--- config.mk ---
export PLATFORM = sky130hd
export DESIGN_NAME = intel_hex_record_parser
export DESIGN_NICKNAME = d
export VERILOG_FILES = /design/src/hw/rtl/ihex_pkg.sv /design/src/hw/rtl/ihex_front.sv /design/src/hw/rtl/ihex_queue.sv /design/src/hw/rtl/ihex_back.sv /design/src/hw/rtl/intel_hex_record_parser.sv
export VERILOG_INCLUDE_DIRS = /design/src /design/src/hw/rtl
export SDC_FILE = /design/constraint.sdc
export NUM_CORES = 1
export LEC_CHECK = 0
export BUFFER_PORTS_ARGS = -buffer_cell sky130_fd_sc_hd__buf_2
export CAP_MARGIN = 20
export CORE_ASPECT_RATIO = 1.2
export CORE_MARGIN = 5
export CORE_UTILIZATION = 30
export DETAILED_ROUTE_END_ITERATION = 12
export PLACE_DENSITY = 0.42
export SYNTH_ARGS = -nofsm -noshare
export SYNTH_HDL_FRONTEND = slang
export SYNTH_HIERARCHICAL = 1
export SYNTH_SLANG_ARGS = --single-unit
--- constraint.sdc ---
create_clock -name clk -period 9 [get_ports clk]
set_input_delay 1.35 -clock clk [delete_from_list [all_inputs] [get_ports clk]]
set_output_delay 1.35 -clock clk [all_outputs]
set_load 0.005 [all_outputs]
--- src/hw/rtl/intel_hex_record_parser_macros.svh ---
// Assertion helpers for the record parser.
`ifndef INTEL_HEX_RECORD_PARSER_MACROS_SVH
`define INTEL_HEX_RECORD_PARSER_MACROS_SVH

`ifndef SYNTHESIS

`define IHEX_ASSERT(lbl, clk, rst_n, prop, msg) \
  lbl: assert property (@(posedge clk) disable iff (!rst_n) (prop)) else $error(msg);

`define IHEX_NEVER(lbl, clk, rst_n, cond, msg) \
  `IHEX_ASSERT(lbl, clk, rst_n, !(cond), msg)

`else

`define IHEX_ASSERT(lbl, clk, rst_n, prop, msg)

`define IHEX_NEVER(lbl, clk, rst_n, cond, msg)

`endif

`endif

--- src/hw/rtl/ihex_pkg.sv ---
`timescale 1ns / 1ps
package ihex_pkg;

  localparam int unsigned QUEUE_DEPTH_DEF = 4;

  // character class of one input transfer
  typedef enum logic [2:0] {
    CLS_END   = 3'd0,
    CLS_COLON = 3'd1,
    CLS_LF    = 3'd2,
    CLS_CR    = 3'd3,
    CLS_BLANK = 3'd4,
    CLS_HEX   = 3'd5,
    CLS_OTHER = 3'd6
  } cls_t;

  typedef struct packed {
    cls_t       cls;
    logic [3:0] nib;
  } tok_t;

  typedef enum logic [1:0] {
    STAT_OK    = 2'd0,
    STAT_END   = 2'd1,
    STAT_BAD   = 2'd2,
    STAT_CKSUM = 2'd3
  } status_t;

  localparam logic KIND_DATA   = 1'b0;
  localparam logic KIND_STATUS = 1'b1;

  localparam logic [7:0] EOF_TYPE_RST = 8'h01;

  typedef struct packed {
    logic full;
    logic empty;
  } q_stat_t;

endpackage

--- src/hw/rtl/ihex_front.sv ---
`timescale 1ns / 1ps
module ihex_front
  import ihex_pkg::*;
(
  input  logic    push,
  input  logic [7:0] in_ch,
  input  logic    in_at_end,
  input  q_stat_t q_stat,
  output logic    full,
  output logic    q_wr,
  output tok_t    q_tok
);

  localparam logic [7:0] CH_TAB   = 8'h09;
  localparam logic [7:0] CH_LF    = 8'h0A;
  localparam logic [7:0] CH_CR    = 8'h0D;
  localparam logic [7:0] CH_SPACE = 8'h20;
  localparam logic [7:0] CH_COLON = 8'h3A;
  localparam logic [7:0] CH_0     = 8'h30;
  localparam logic [7:0] CH_9     = 8'h39;
  localparam logic [7:0] CH_UA    = 8'h41;
  localparam logic [7:0] CH_UF    = 8'h46;
  localparam logic [7:0] CH_LA    = 8'h61;
  localparam logic [7:0] CH_LF_HEX = 8'h66;

  assign full = q_stat.full;
  assign q_wr = push && !q_stat.full;

  always_comb begin
    q_tok.nib = 4'd0;
    q_tok.cls = CLS_OTHER;
    if (in_at_end) begin
      q_tok.cls = CLS_END;
    end else begin
      case (in_ch) inside
        CH_COLON: q_tok.cls = CLS_COLON;
        CH_LF: q_tok.cls = CLS_LF;
        CH_CR: q_tok.cls = CLS_CR;
        CH_TAB, CH_SPACE: q_tok.cls = CLS_BLANK;
        [CH_0:CH_9]: begin
          q_tok.cls = CLS_HEX;
          q_tok.nib = in_ch[3:0];
        end
        [CH_UA:CH_UF], [CH_LA:CH_LF_HEX]: begin
          q_tok.cls = CLS_HEX;
          q_tok.nib = in_ch[3:0] + 4'd9;
        end
        default: q_tok.cls = CLS_OTHER;
      endcase
    end
  end

endmodule

--- src/hw/rtl/ihex_queue.sv ---
`timescale 1ns / 1ps
`include "intel_hex_record_parser_macros.svh"
module ihex_queue
  import ihex_pkg::*;
#(
  parameter int unsigned DEPTH = QUEUE_DEPTH_DEF
) (
  input  logic    clk,
  input  logic    rst_n,
  input  logic    wr,
  input  tok_t    wr_tok,
  input  logic    rd,
  output tok_t    rd_tok,
  output q_stat_t q_stat
);

  localparam int unsigned PTR_W = (DEPTH > 1) ? $clog2(DEPTH) : 1;
  localparam int unsigned CNT_W = $clog2(DEPTH + 1);
  localparam logic [PTR_W-1:0] PTR_LAST = PTR_W'(DEPTH - 1);
  localparam logic [CNT_W-1:0] CNT_FULL = CNT_W'(DEPTH);

  tok_t             mem [DEPTH];
  logic [PTR_W-1:0] wr_ptr_r, wr_ptr_nxt;
  logic [PTR_W-1:0] rd_ptr_r, rd_ptr_nxt;
  logic [CNT_W-1:0] count_r, count_nxt;

  assign q_stat.full  = (count_r == CNT_FULL);
  assign q_stat.empty = (count_r == '0);
  assign rd_tok       = mem[rd_ptr_r];

  always_comb begin
    wr_ptr_nxt = wr_ptr_r;
    rd_ptr_nxt = rd_ptr_r;
    count_nxt  = count_r;
    if (wr) begin
      wr_ptr_nxt = (wr_ptr_r == PTR_LAST) ? '0 : wr_ptr_r + 1'b1;
    end
    if (rd) begin
      rd_ptr_nxt = (rd_ptr_r == PTR_LAST) ? '0 : rd_ptr_r + 1'b1;
    end
    if (wr && !rd) begin
      count_nxt = count_r + 1'b1;
    end else if (rd && !wr) begin
      count_nxt = count_r - 1'b1;
    end
  end

  always_ff @(posedge clk) begin
    if (wr) begin
      mem[wr_ptr_r] <= wr_tok;
    end
  end

  always_ff @(posedge clk) begin
    if (!rst_n) begin
      wr_ptr_r <= '0;
      rd_ptr_r <= '0;
      count_r  <= '0;
    end else begin
      wr_ptr_r <= wr_ptr_nxt;
      rd_ptr_r <= rd_ptr_nxt;
      count_r  <= count_nxt;
    end
  end

  `IHEX_ASSERT(a_cnt_range, clk, rst_n, count_r <= CNT_FULL, "queue count beyond depth")
  `IHEX_ASSERT(a_empty_ptrs, clk, rst_n, (count_r == '0) |-> (wr_ptr_r == rd_ptr_r),
               "empty queue with split pointers")

endmodule

--- src/hw/rtl/ihex_back.sv ---
`timescale 1ns / 1ps
`include "intel_hex_record_parser_macros.svh"
module ihex_back
  import ihex_pkg::*;
(
  input  logic        clk,
  input  logic        rst_n,
  input  logic        tok_valid,
  input  tok_t        tok,
  input  logic [7:0]  eof_type,
  input  logic        pop,
  output logic        tok_pop,
  output logic        empty,
  output logic        out_kind,
  output logic [7:0]  out_data_byte,
  output logic [7:0]  out_offset,
  output logic [15:0] out_rec_addr,
  output logic [7:0]  out_rec_type,
  output logic [7:0]  out_rec_len,
  output logic [1:0]  out_status
);

  typedef enum logic [7:0] {
    PH_HUNT = 8'b0000_0001,
    PH_LEN  = 8'b0000_0010,
    PH_AHI  = 8'b0000_0100,
    PH_ALO  = 8'b0000_1000,
    PH_TYPE = 8'b0001_0000,
    PH_DATA = 8'b0010_0000,
    PH_SUM  = 8'b0100_0000,
    PH_TAIL = 8'b1000_0000
  } phase_t;

  phase_t      phase_r, phase_nxt;
  logic [3:0]  hi_nib_r, hi_nib_nxt;
  logic        second_r, second_nxt;
  logic [7:0]  sum_r, sum_nxt;
  logic [7:0]  len_r, len_nxt;
  logic [15:0] addr_r, addr_nxt;
  logic [7:0]  type_r, type_nxt;
  logic [7:0]  seen_r, seen_nxt;
  logic        out_valid_r;

  logic        adv;
  logic        emit;
  logic        fin;
  status_t     fin_stat;
  logic [7:0]  byte_val;
  logic [7:0]  sum_add;
  logic [7:0]  seen_inc;

  logic        res_kind;
  logic [7:0]  res_data;
  logic [7:0]  res_offset;
  logic [15:0] res_addr;
  logic [7:0]  res_type;
  logic [7:0]  res_len;
  status_t     res_stat;

  assign adv      = !out_valid_r || pop;
  assign tok_pop  = tok_valid && adv;
  assign empty    = !out_valid_r;
  assign byte_val = {hi_nib_r, tok.nib};
  assign sum_add  = sum_r + byte_val;
  assign seen_inc = seen_r + 8'd1;

  always_comb begin
    phase_nxt  = phase_r;
    hi_nib_nxt = hi_nib_r;
    second_nxt = second_r;
    sum_nxt    = sum_r;
    len_nxt    = len_r;
    addr_nxt   = addr_r;
    type_nxt   = type_r;
    seen_nxt   = seen_r;
    emit       = 1'b0;
    fin        = 1'b0;
    fin_stat   = STAT_OK;
    res_kind   = KIND_DATA;
    res_data   = 8'd0;
    res_offset = 8'd0;
    res_addr   = addr_r;
    res_type   = type_r;
    res_len    = len_r;
    res_stat   = STAT_OK;

    case (phase_r)
      PH_TAIL: begin
        case (tok.cls)
          CLS_END: begin
            fin      = 1'b1;
            fin_stat = (type_r == eof_type) ? STAT_OK : STAT_END;
          end
          CLS_LF: begin
            fin      = 1'b1;
            fin_stat = STAT_OK;
          end
          CLS_CR, CLS_BLANK: ;
          default: begin
            fin      = 1'b1;
            fin_stat = STAT_BAD;
          end
        endcase
      end
      PH_LEN, PH_AHI, PH_ALO, PH_TYPE, PH_DATA, PH_SUM: begin
        if (tok.cls == CLS_END) begin
          fin      = 1'b1;
          fin_stat = STAT_END;
        end else if (tok.cls != CLS_HEX) begin
          fin      = 1'b1;
          fin_stat = STAT_BAD;
        end else if (!second_r) begin
          hi_nib_nxt = tok.nib;
          second_nxt = 1'b1;
        end else begin
          second_nxt = 1'b0;
          sum_nxt    = sum_add;
          case (phase_r)
            PH_LEN: begin
              len_nxt   = byte_val;
              phase_nxt = PH_AHI;
            end
            PH_AHI: begin
              addr_nxt  = {byte_val, 8'd0};
              phase_nxt = PH_ALO;
            end
            PH_ALO: begin
              addr_nxt  = {addr_r[15:8], byte_val};
              phase_nxt = PH_TYPE;
            end
            PH_TYPE: begin
              type_nxt  = byte_val;
              phase_nxt = (len_r != 8'd0) ? PH_DATA : PH_SUM;
            end
            PH_DATA: begin
              emit       = 1'b1;
              res_data   = byte_val;
              res_offset = seen_r;
              seen_nxt   = seen_inc;
              if (seen_inc == len_r) begin
                phase_nxt = PH_SUM;
              end
            end
            default: begin
              if (sum_add != 8'd0) begin
                fin      = 1'b1;
                fin_stat = STAT_CKSUM;
              end else begin
                phase_nxt = PH_TAIL;
              end
            end
          endcase
        end
      end
      default: begin
        phase_nxt = PH_HUNT;
        case (tok.cls)
          CLS_END: begin
            fin      = 1'b1;
            fin_stat = STAT_END;
          end
          CLS_COLON: begin
            hi_nib_nxt = 4'd0;
            second_nxt = 1'b0;
            sum_nxt    = 8'd0;
            len_nxt    = 8'd0;
            addr_nxt   = 16'd0;
            type_nxt   = 8'd0;
            seen_nxt   = 8'd0;
            phase_nxt  = PH_LEN;
          end
          CLS_CR, CLS_LF: ;
          default: begin
            fin      = 1'b1;
            fin_stat = STAT_BAD;
          end
        endcase
      end
    endcase

    if (fin) begin
      emit       = 1'b1;
      res_kind   = KIND_STATUS;
      res_data   = 8'd0;
      res_offset = 8'd0;
      res_stat   = fin_stat;
      hi_nib_nxt = 4'd0;
      second_nxt = 1'b0;
      sum_nxt    = 8'd0;
      len_nxt    = 8'd0;
      addr_nxt   = 16'd0;
      type_nxt   = 8'd0;
      seen_nxt   = 8'd0;
      phase_nxt  = PH_HUNT;
    end
  end

  always_ff @(posedge clk) begin
    if (!rst_n) begin
      phase_r     <= PH_HUNT;
      hi_nib_r    <= 4'd0;
      second_r    <= 1'b0;
      sum_r       <= 8'd0;
      len_r       <= 8'd0;
      addr_r      <= 16'd0;
      type_r      <= 8'd0;
      seen_r      <= 8'd0;
      out_valid_r <= 1'b0;
    end else begin
      if (tok_pop) begin
        phase_r  <= phase_nxt;
        hi_nib_r <= hi_nib_nxt;
        second_r <= second_nxt;
        sum_r    <= sum_nxt;
        len_r    <= len_nxt;
        addr_r   <= addr_nxt;
        type_r   <= type_nxt;
        seen_r   <= seen_nxt;
      end
      if (adv) begin
        out_valid_r <= tok_pop && emit;
      end
    end
  end

  always_ff @(posedge clk) begin
    if (tok_pop && emit) begin
      out_kind      <= res_kind;
      out_data_byte <= res_data;
      out_offset    <= res_offset;
      out_rec_addr  <= res_addr;
      out_rec_type  <= res_type;
      out_rec_len   <= res_len;
      out_status    <= res_stat;
    end
  end

  `IHEX_ASSERT(a_data_count, clk, rst_n, (phase_r == PH_DATA) |-> (seen_r < len_r),
               "data phase with all bytes already seen")
  `IHEX_NEVER(a_hunt_clear, clk, rst_n,
              (phase_r == PH_HUNT) && (second_r || (sum_r != 8'd0) || (seen_r != 8'd0)),
              "record state not cleared while hunting")
  `IHEX_ASSERT(a_data_ok, clk, rst_n,
               (out_valid_r && (out_kind == KIND_DATA)) |-> (out_status == STAT_OK),
               "data result carries a status")

endmodule

--- src/hw/rtl/intel_hex_record_parser.sv ---
// Intel HEX record parser.
// Input: one text character per transfer on in_ch, or an end-of-file marker
// with in_at_end high; a transfer happens when push is high and full is low.
// Results: the oldest result sits on the out_ ports while empty is low and
// leaves when pop is high. out_kind 0 is a data byte with its offset; 1 ends a
// record with out_status (ok, unexpected end, bad line, bad checksum).
// cfg_we/cfg_wdata set the end-of-file record type (1 after reset); write it
// only while no characters are in flight.
// A character is written into a small token queue; the parser reads it from
// there and registers any result. Throughput: one character per cycle while
// results are taken, set by the parser state update.
// A stalled result receiver holds the output register; characters keep
// filling the queue (QUEUE_DEPTH entries) until full rises.
// Reset (rst_n low, synchronous) empties the queue and output, and the
// parser hunts for ':'.
`timescale 1ns / 1ps
module intel_hex_record_parser
  import ihex_pkg::*;
#(
  parameter int unsigned QUEUE_DEPTH = QUEUE_DEPTH_DEF
) (
  input  logic        clk,
  input  logic        rst_n,
  input  logic        push,
  output logic        full,
  input  logic [7:0]  in_ch,
  input  logic        in_at_end,
  output logic        empty,
  input  logic        pop,
  output logic        out_kind,
  output logic [7:0]  out_data_byte,
  output logic [7:0]  out_offset,
  output logic [15:0] out_rec_addr,
  output logic [7:0]  out_rec_type,
  output logic [7:0]  out_rec_len,
  output logic [1:0]  out_status,
  input  logic        cfg_we,
  input  logic [7:0]  cfg_wdata
);

  q_stat_t    q_stat;
  logic       q_wr;
  tok_t       q_wr_tok;
  logic       q_rd;
  tok_t       q_rd_tok;
  logic [7:0] eof_type_r;

  always_ff @(posedge clk) begin
    if (!rst_n) begin
      eof_type_r <= EOF_TYPE_RST;
    end else if (cfg_we) begin
      eof_type_r <= cfg_wdata;
    end
  end

  ihex_front u_front (
    .push      (push),
    .in_ch     (in_ch),
    .in_at_end (in_at_end),
    .q_stat    (q_stat),
    .full      (full),
    .q_wr      (q_wr),
    .q_tok     (q_wr_tok)
  );

  ihex_queue #(
    .DEPTH (QUEUE_DEPTH)
  ) u_queue (
    .clk    (clk),
    .rst_n  (rst_n),
    .wr     (q_wr),
    .wr_tok (q_wr_tok),
    .rd     (q_rd),
    .rd_tok (q_rd_tok),
    .q_stat (q_stat)
  );

  ihex_back u_back (
    .clk           (clk),
    .rst_n         (rst_n),
    .tok_valid     (!q_stat.empty),
    .tok           (q_rd_tok),
    .eof_type      (eof_type_r),
    .pop           (pop),
    .tok_pop       (q_rd),
    .empty         (empty),
    .out_kind      (out_kind),
    .out_data_byte (out_data_byte),
    .out_offset    (out_offset),
    .out_rec_addr  (out_rec_addr),
    .out_rec_type  (out_rec_type),
    .out_rec_len   (out_rec_len),
    .out_status    (out_status)
  );

endmodule

# [After elaboration in Yosys (flattened, before gate mapping)]
# Memory sizes are Yosys's and may differ from the RTL's. A register that Yosys moved wholly into a read port is not among the register bits.
# Index checks and enable logic that the tools add are counted.
[classes] addsub=7 order_cmp=6 n_eq_ne=35 mux=99 bitwise_logic=3 n_reduce_logical=37
[ops] operator="8-bit two-way mux" n=26
[ops] operator="16-bit two-way mux" n=5
[ops] operator="8-bit case mux with 2 select lines" n=5
[ops] operator="16-bit case mux with 2 select lines" n=2
[ops] operator="4-bit two-way mux" n=12
[ops] operator="8-bit case mux with 5 select lines" n=1
[ops] operator="7-bit AND reduction" n=5
[ops] operator="8-bit by 4-bit == test with 1-bit output, second input constant" n=4
[ops] operator="8-bit by 6-bit == test with 1-bit output, second input constant" n=3
[ops] operator="2-bit two-way mux" n=12
[ops] operator="1-bit two-way mux" n=22
[ops] operator="3-bit two-way mux" n=7
[ops] operator="8-bit == test" n=2
[ops] operator="8-bit by 7-bit greater-or-equal comparator with 1-bit output, second input constant" n=2
[ops] operator="8-bit by 7-bit <= comparator with 1-bit output, second input constant" n=2
[ops] operator="8-bit nonzero test" n=2
[ops] operator="3-bit by 1-bit inequality test with 1-bit output, second input constant" n=5
[ops] operator="2-bit case mux with 2 select lines" n=3
[ops] operator="6-bit AND reduction" n=2
[ops] operator="6-bit OR reduction" n=2
[ops] operator="3-bit by 2-bit inequality test with 1-bit output, second input constant" n=3
[ops] operator="8-bit by 1-bit adder with 8-bit output, second input constant" n=1
[ops] operator="8-bit adder" n=1
[ops] operator="8-bit by 2-bit == test with 1-bit output, second input constant" n=1
[ops] operator="34 further kinds" n=57
[word_totals] reg_bits=128 ramBits=28 in_bits=22 output_inout_bits=53 elab_cells=209 memories=1
[memory_table] name="u_queue.mem" depth=4 width=7 rd=1 rd_clocked_by_memory_dff=1 wr=1 line_no="ihex_queue.sv:22" text="tok_t mem [DEPTH];"

# [Longest topological paths before layout]
[logic_depth] ltp_word=10 depth_mapped=17 depth_no_buf=14

# [Hierarchy]
# Netlist, hierarchy kept.
[by_module_without_submodules] mod="ihex_back" n_inst=1 cells_each=532 area_per_inst_um2=5454.0 seq_area_each_um2=2772.7
[by_module_without_submodules] mod="ihex_queue" n_inst=1 cells_each=81 area_per_inst_um2=1471.4 seq_area_each_um2=1021.0
[by_module_without_submodules] mod="ihex_front" n_inst=1 cells_each=45 area_per_inst_um2=332.8 seq_area_each_um2=0.0
[by_module_without_submodules] mod="intel_hex_record_parser" n_inst=1 cells_each=26 area_per_inst_um2=302.8 seq_area_each_um2=160.2

# [Worst setup path before layout]
# Ideal clock, no wire load.
[synth_path] path_type="register -> register" from="register with a tool-made name" to="register u_back.out_data_byte[0] (enable)" setup_ns=0.405 t_arrival_ns=3.877 required_time_ns=8.595 path_slack_ns=4.718 stages_incl_launch_ff=16 synth_period_minus_slack_ns=4.282 cell_sequence="dfxtp_1 clkbuf_1 mux4_2 ha_1 inv_1 fa_1 nand2b_1 a2111o_1 o311ai_1 nor2_1 o21a_1 a21o_1 buf_6 inv_4 o21ai_0 inv_1"
[synth_rtl] element="to (signal assigned)" line_no="ihex_back.sv:229" text="out_data_byte <= res_data;"
[synth_rtl] element="to (decl)" line_no="ihex_back.sv:15" text="output logic [7:0] out_data_byte,"

==> impl_metrics.tcl <==
set metrics [dict create \
    synthesis.area_mm2 0.00756 \
    report.final.hold_viol_count 0 \
    drt_iter0_drc 312 \
    ctsRootBufferMaster "sky130_fd_sc_hd__clkbuf_16" \
    via_count 5321 \
    timing_worst_slew_pin_value_ns 0.863 \
    ctsResizeCount 0 \
    maxClockFrequency_mhz 228 \
    post-dp-hpwl_um 14100 \
    cell_type_with_the_largest_total_area_after_synthesis "sky130_fd_sc_hd__edfxtp_1" \
    tns_ns 0 \
    die_width_um 155 \
    fin_ws_ns 4.62 \
    ir_drop_v 0.000136 \
    ys_ff_latch 158 \
    final_net_count 787 \
    post_synth_edffs 79 \
    diodes 0 \
    worst-endpoint-required_ns 9.10 \
    routedWlPerCell_um 17.8 \
    tritoncts.num_buffers 17 \
    syn-instance-count 684 \
    final_max_slew_viol_count 0 \
    r2r_cells 14 \
    routed_wl_um 19300 \
    detail_route.first_pass.iterations 4 \
    postSynth.asyncResetShare_pct 0 \
    grt_first_pass_wirelength_um 30500 \
    die_height_um 184 \
    synth_top_area_share_pct 31.4 \
    n_fill_cell 2505 \
    clock-sinks 158 \
    cts.path.max_buffers 2 \
    power.density_cell_area_mw_per_mm2 278 \
    die_area_mm2 0.0285 \
    drive_gt1_share_pct 18.2 \
    cts_tree "built" \
    rows 63 \
    ff2ff_setup_slack_ns 4.62 \
    critical_path_arrival_ns 4.49 \
    synth_ff_type "sky130_fd_sc_hd__edfxtp_1" \
    initial_core_util_pct 30.5 \
    syn_avg_cell_area_um2 11.1 \
    capturing_point_of_the_worst_reg2reg_path "u_back/out_rec_type[6]$_DFFE_PP_" \
    dpl_worst_slack_ns 4.12 \
    skew_ns 0.0142 \
    worst_slew_slack_as_a_fraction_of_its_limit_pct 42.4 \
    multi_input_comb_area_mm2 0.00333 \
    io-pin-count 75 \
    cellLeakagePower_nw 3.20 \
    hold_path_class "register to register" \
    timing.final.crit_share_pct 48.7 \
    synth.top_cells.by_area "sky130_fd_sc_hd__edfxtp_1, sky130_fd_sc_hd__dfxtp_1, sky130_fd_sc_hd__mux2i_1, sky130_fd_sc_hd__nand2_1, sky130_fd_sc_hd__ha_1" \
    setup.worst_path.class "register to register" \
    yosysWarningCount 6 \
    cts.reportedPaths.clkPinSlew_ns 0.07 \
    layout.area.seq_mm2 0.00395 \
    yosysUniqueCellTypes 80 \
    postRouteAntennaNets 0 \
    finalSetupViolCount 0 \
    synth_seq_area_share_pct 52.3 \
    finalWorstPathRequiredPeriod_ns 4.38 \
    number_of_buffer_cells_added_on_primary_ports 74 \
    fp.coreArea_mm2 0.0248 \
    post_cts.repair.setup_buffers 0 \
    globalplace.congestion 0.813 \
    drc_errors 0 \
    kind_of_start_point_of_the_critical_path "register" \
    grt_use_total_pct 13.8 \
    rsz0062_at_grt "false" \
    postSynthNetCount 726 \
    status "finished clean" \
    area_growth_synth_to_finish_pct 15.7 \
    crit_path_end_kind "register" \
    hold_depth 0 \
    min-delay-start "u_back/addr_r[7]$_SDFFE_PN0P_" \
    worstSkewPairLatency_ns 0.42 \
    maximum_number_of_pins_on_one_net_before_global_route_repair 71 \
    cts-htree-levels 4 \
    timing.hold.worst_endpoint "u_back/out_rec_addr[7]$_DFFE_PP_" \
    number_of_antenna_violations_at_the_first_check_in_global_routing 0 \
    path_max_fanout 45 \
    post_cts_hold_buffer_count 0 \
    number_of_global_route_vias_before_repair 5318 \
    drv_cap 0 \
    finalCoreUtilization_pct 35.3 \
    avgViaCountPerCell 4.91 \
    grt-ovfl-total 0 \
]
[worst max path at each step]
stage | startpoint | end | slack [ns] | cells past startpoint
detailed placement | register | u_back/out_rec_addr[12]$_DFFE_PP_ | 4.12 | 13
global route | register | u_back/out_rec_type[5]$_DFFE_PP_ | 4.25 | 14
CTS | register | u_back/out_offset[2]$_SDFFCE_PP0P_ | 4.13 | 13
global placement | register | u_back/out_rec_addr[1]$_DFFE_PP_ | 4.34 | 13
floorplan | register | u_back/out_data_byte[0]$_SDFFCE_PP0P_ | 4.72 | 15
finish | register | u_back/out_rec_type[6]$_DFFE_PP_ | 4.62 | 14
[area by class of cell]
type	count	share of cell area, %
Multi-Input combinational cell	469	38.1
Timing Repair Buffer	77	4.63
Clock buffer	18	4.91
Inverter	22	0.973
Sequential cell	158	45.2
Clock inverter	14	1.53
Tap cell	325	4.65
[flip-flops by register name, indices dropped and copies added (netlist names), named ones only]
name	flops
u_back/sum_r	8
u_back/phase_r	8
u_back/out_offset	8
u_back/second_r	1
u_back/out_rec_addr	16
u_back/out_status	2
u_back/out_valid_r	1
u_back/out_rec_type	8
eof_type_r	8
u_back/out_data_byte	8
u_queue/count_r	3
u_back/addr_r	16
u_back/seen_r	8
u_back/out_kind	1
u_queue/rd_ptr_r	2
u_queue/wr_ptr_r	2
u_queue/mem	28
u_back/out_rec_len	8
u_back/hi_nib_r	4
u_back/res_type	8
u_back/len_r	8
[through the flow]
stage | area [um^2] | hold slack, ns | total power [mW] | std cells
after floorplan | 7560 | 0.408 | 1.51 | 684
after global placement | 8160 | 0.421 | 1.75 | 1050
after detailed placement | 8160 | 0.425 | 1.77 | 1050
after CTS | 8730 | 0.441 | 2.47 | 1082
after global routing | 8750 | 0.457 | 2.58 | 1083
final | 8750 | 0.437 | 2.43 | 1083
[layer usage]
metal / global-route usage, % / vias up / wire [um] / share of wire, %
met2: 24.1 / 104 / 9810 / 51
met4: 3.46 / 0 / 171 / 0.89
li1: - / 2620 / - / -
met5: 0 / - / 0 / 0
met1: 17.5 / 2584 / 8500 / 44
met3: 2.73 / 13 / 787 / 4.1
[cells by family (layout without fill, tap and decap cells)]
group	Yosys count	in the layout	synth area share (%)
buffers and inverters	57	131	3.62
AO/OA/AOI/OAI	118	118	11.4
AND/OR/NAND/NOR	255	255	18.4
multiplexers	49	49	7.65
flip-flops	158	158	52.3
XOR/XNOR	27	27	3.13
adder cells (fa/ha/maj)	20	20	3.51
[power breakdown]
| part | switching [mW] | internal, mW | total (mW) |
|---|---|---|---|
| Combinational | 0.456 | 0.273 | 0.729 |
| Clock | 0.303 | 0.387 | 0.690 |
| Sequential | 0.0658 | 0.944 | 1.01 |
| Total | 0.825 | 1.60 | 2.43 |
[cell usage after synthesis (3+ instances only)]
library cell,number
sky130_fd_sc_hd__edfxtp_1,79
sky130_fd_sc_hd__o21ai_1,6
sky130_fd_sc_hd__a21o_1,4
sky130_fd_sc_hd__o211ai_1,4
sky130_fd_sc_hd__inv_1,20
sky130_fd_sc_hd__mux4_2,7
sky130_fd_sc_hd__nor2_1,28
sky130_fd_sc_hd__nand3_1,39
sky130_fd_sc_hd__and3_1,6
sky130_fd_sc_hd__a22oi_1,3
sky130_fd_sc_hd__buf_4,3
sky130_fd_sc_hd__ha_1,18
sky130_fd_sc_hd__xor2_1,10
sky130_fd_sc_hd__a21oi_1,17
sky130_fd_sc_hd__mux2i_1,42
sky130_fd_sc_hd__a21oi_4,3
sky130_fd_sc_hd__o21a_1,5
sky130_fd_sc_hd__o22ai_1,6
sky130_fd_sc_hd__buf_2,7
sky130_fd_sc_hd__nand2_1,67
sky130_fd_sc_hd__o21bai_1,3
sky130_fd_sc_hd__nor2b_1,21
sky130_fd_sc_hd__and2_1,22
sky130_fd_sc_hd__o21ai_0,29
sky130_fd_sc_hd__nand3b_1,10
sky130_fd_sc_hd__nand4_1,16
sky130_fd_sc_hd__nor4b_1,4
sky130_fd_sc_hd__nor3_1,7
sky130_fd_sc_hd__buf_6,5
sky130_fd_sc_hd__nor4_1,5
sky130_fd_sc_hd__a21boi_0,6
sky130_fd_sc_hd__dfxtp_1,79
sky130_fd_sc_hd__nand2b_1,5
sky130_fd_sc_hd__xnor2_1,17
sky130_fd_sc_hd__clkbuf_1,19
sky130_fd_sc_hd__nor3b_1,5
sky130_fd_sc_hd__a21boi_1,7
[layout by cell type, fill, tap and decap left out, types with 5 or more instances in the layout]
cell                        count
sky130_fd_sc_hd__edfxtp_1      79
sky130_fd_sc_hd__o21ai_1        6
sky130_fd_sc_hd__nor3_1         7
sky130_fd_sc_hd__nor4_1         5
sky130_fd_sc_hd__nand2b_1       5
sky130_fd_sc_hd__nor3b_1        5
sky130_fd_sc_hd__o21a_1         5
sky130_fd_sc_hd__a21boi_1       7
sky130_fd_sc_hd__a21oi_1       17
sky130_fd_sc_hd__mux2i_1       42
sky130_fd_sc_hd__nor2b_1       21
sky130_fd_sc_hd__nand3b_1      10
sky130_fd_sc_hd__xor2_1        10
sky130_fd_sc_hd__nand2_1       67
sky130_fd_sc_hd__inv_1         19
sky130_fd_sc_hd__ha_1          18
sky130_fd_sc_hd__and3_1         6
sky130_fd_sc_hd__clkbuf_16     17
sky130_fd_sc_hd__o21ai_0       29
sky130_fd_sc_hd__nand3_1       39
sky130_fd_sc_hd__dfxtp_1       79
sky130_fd_sc_hd__o22ai_1        6
sky130_fd_sc_hd__and2_1        22
sky130_fd_sc_hd__mux4_2         7
sky130_fd_sc_hd__nand4_1       16
sky130_fd_sc_hd__xnor2_1       17
sky130_fd_sc_hd__nor2_1        28
sky130_fd_sc_hd__a21boi_0       6
sky130_fd_sc_hd__buf_2         74
[critical path, cell delays in order, from the launching register on]
cell                       delay (ns)
sky130_fd_sc_hd__dfxtp_1         0.62
sky130_fd_sc_hd__mux4_2          0.64
sky130_fd_sc_hd__ha_1            0.25
sky130_fd_sc_hd__inv_1           0.08
sky130_fd_sc_hd__fa_1            0.20
sky130_fd_sc_hd__nand2b_1        0.16
sky130_fd_sc_hd__a21oi_1         0.08
sky130_fd_sc_hd__o311ai_1        0.54
sky130_fd_sc_hd__nor2_1          0.08
sky130_fd_sc_hd__o21a_1          0.21
sky130_fd_sc_hd__a21o_1          0.33
sky130_fd_sc_hd__inv_4           0.16
sky130_fd_sc_hd__o21ai_0         0.14
sky130_fd_sc_hd__inv_2           0.24
sky130_fd_sc_hd__buf_12          0.27
(Power assumes the default switching activity.)
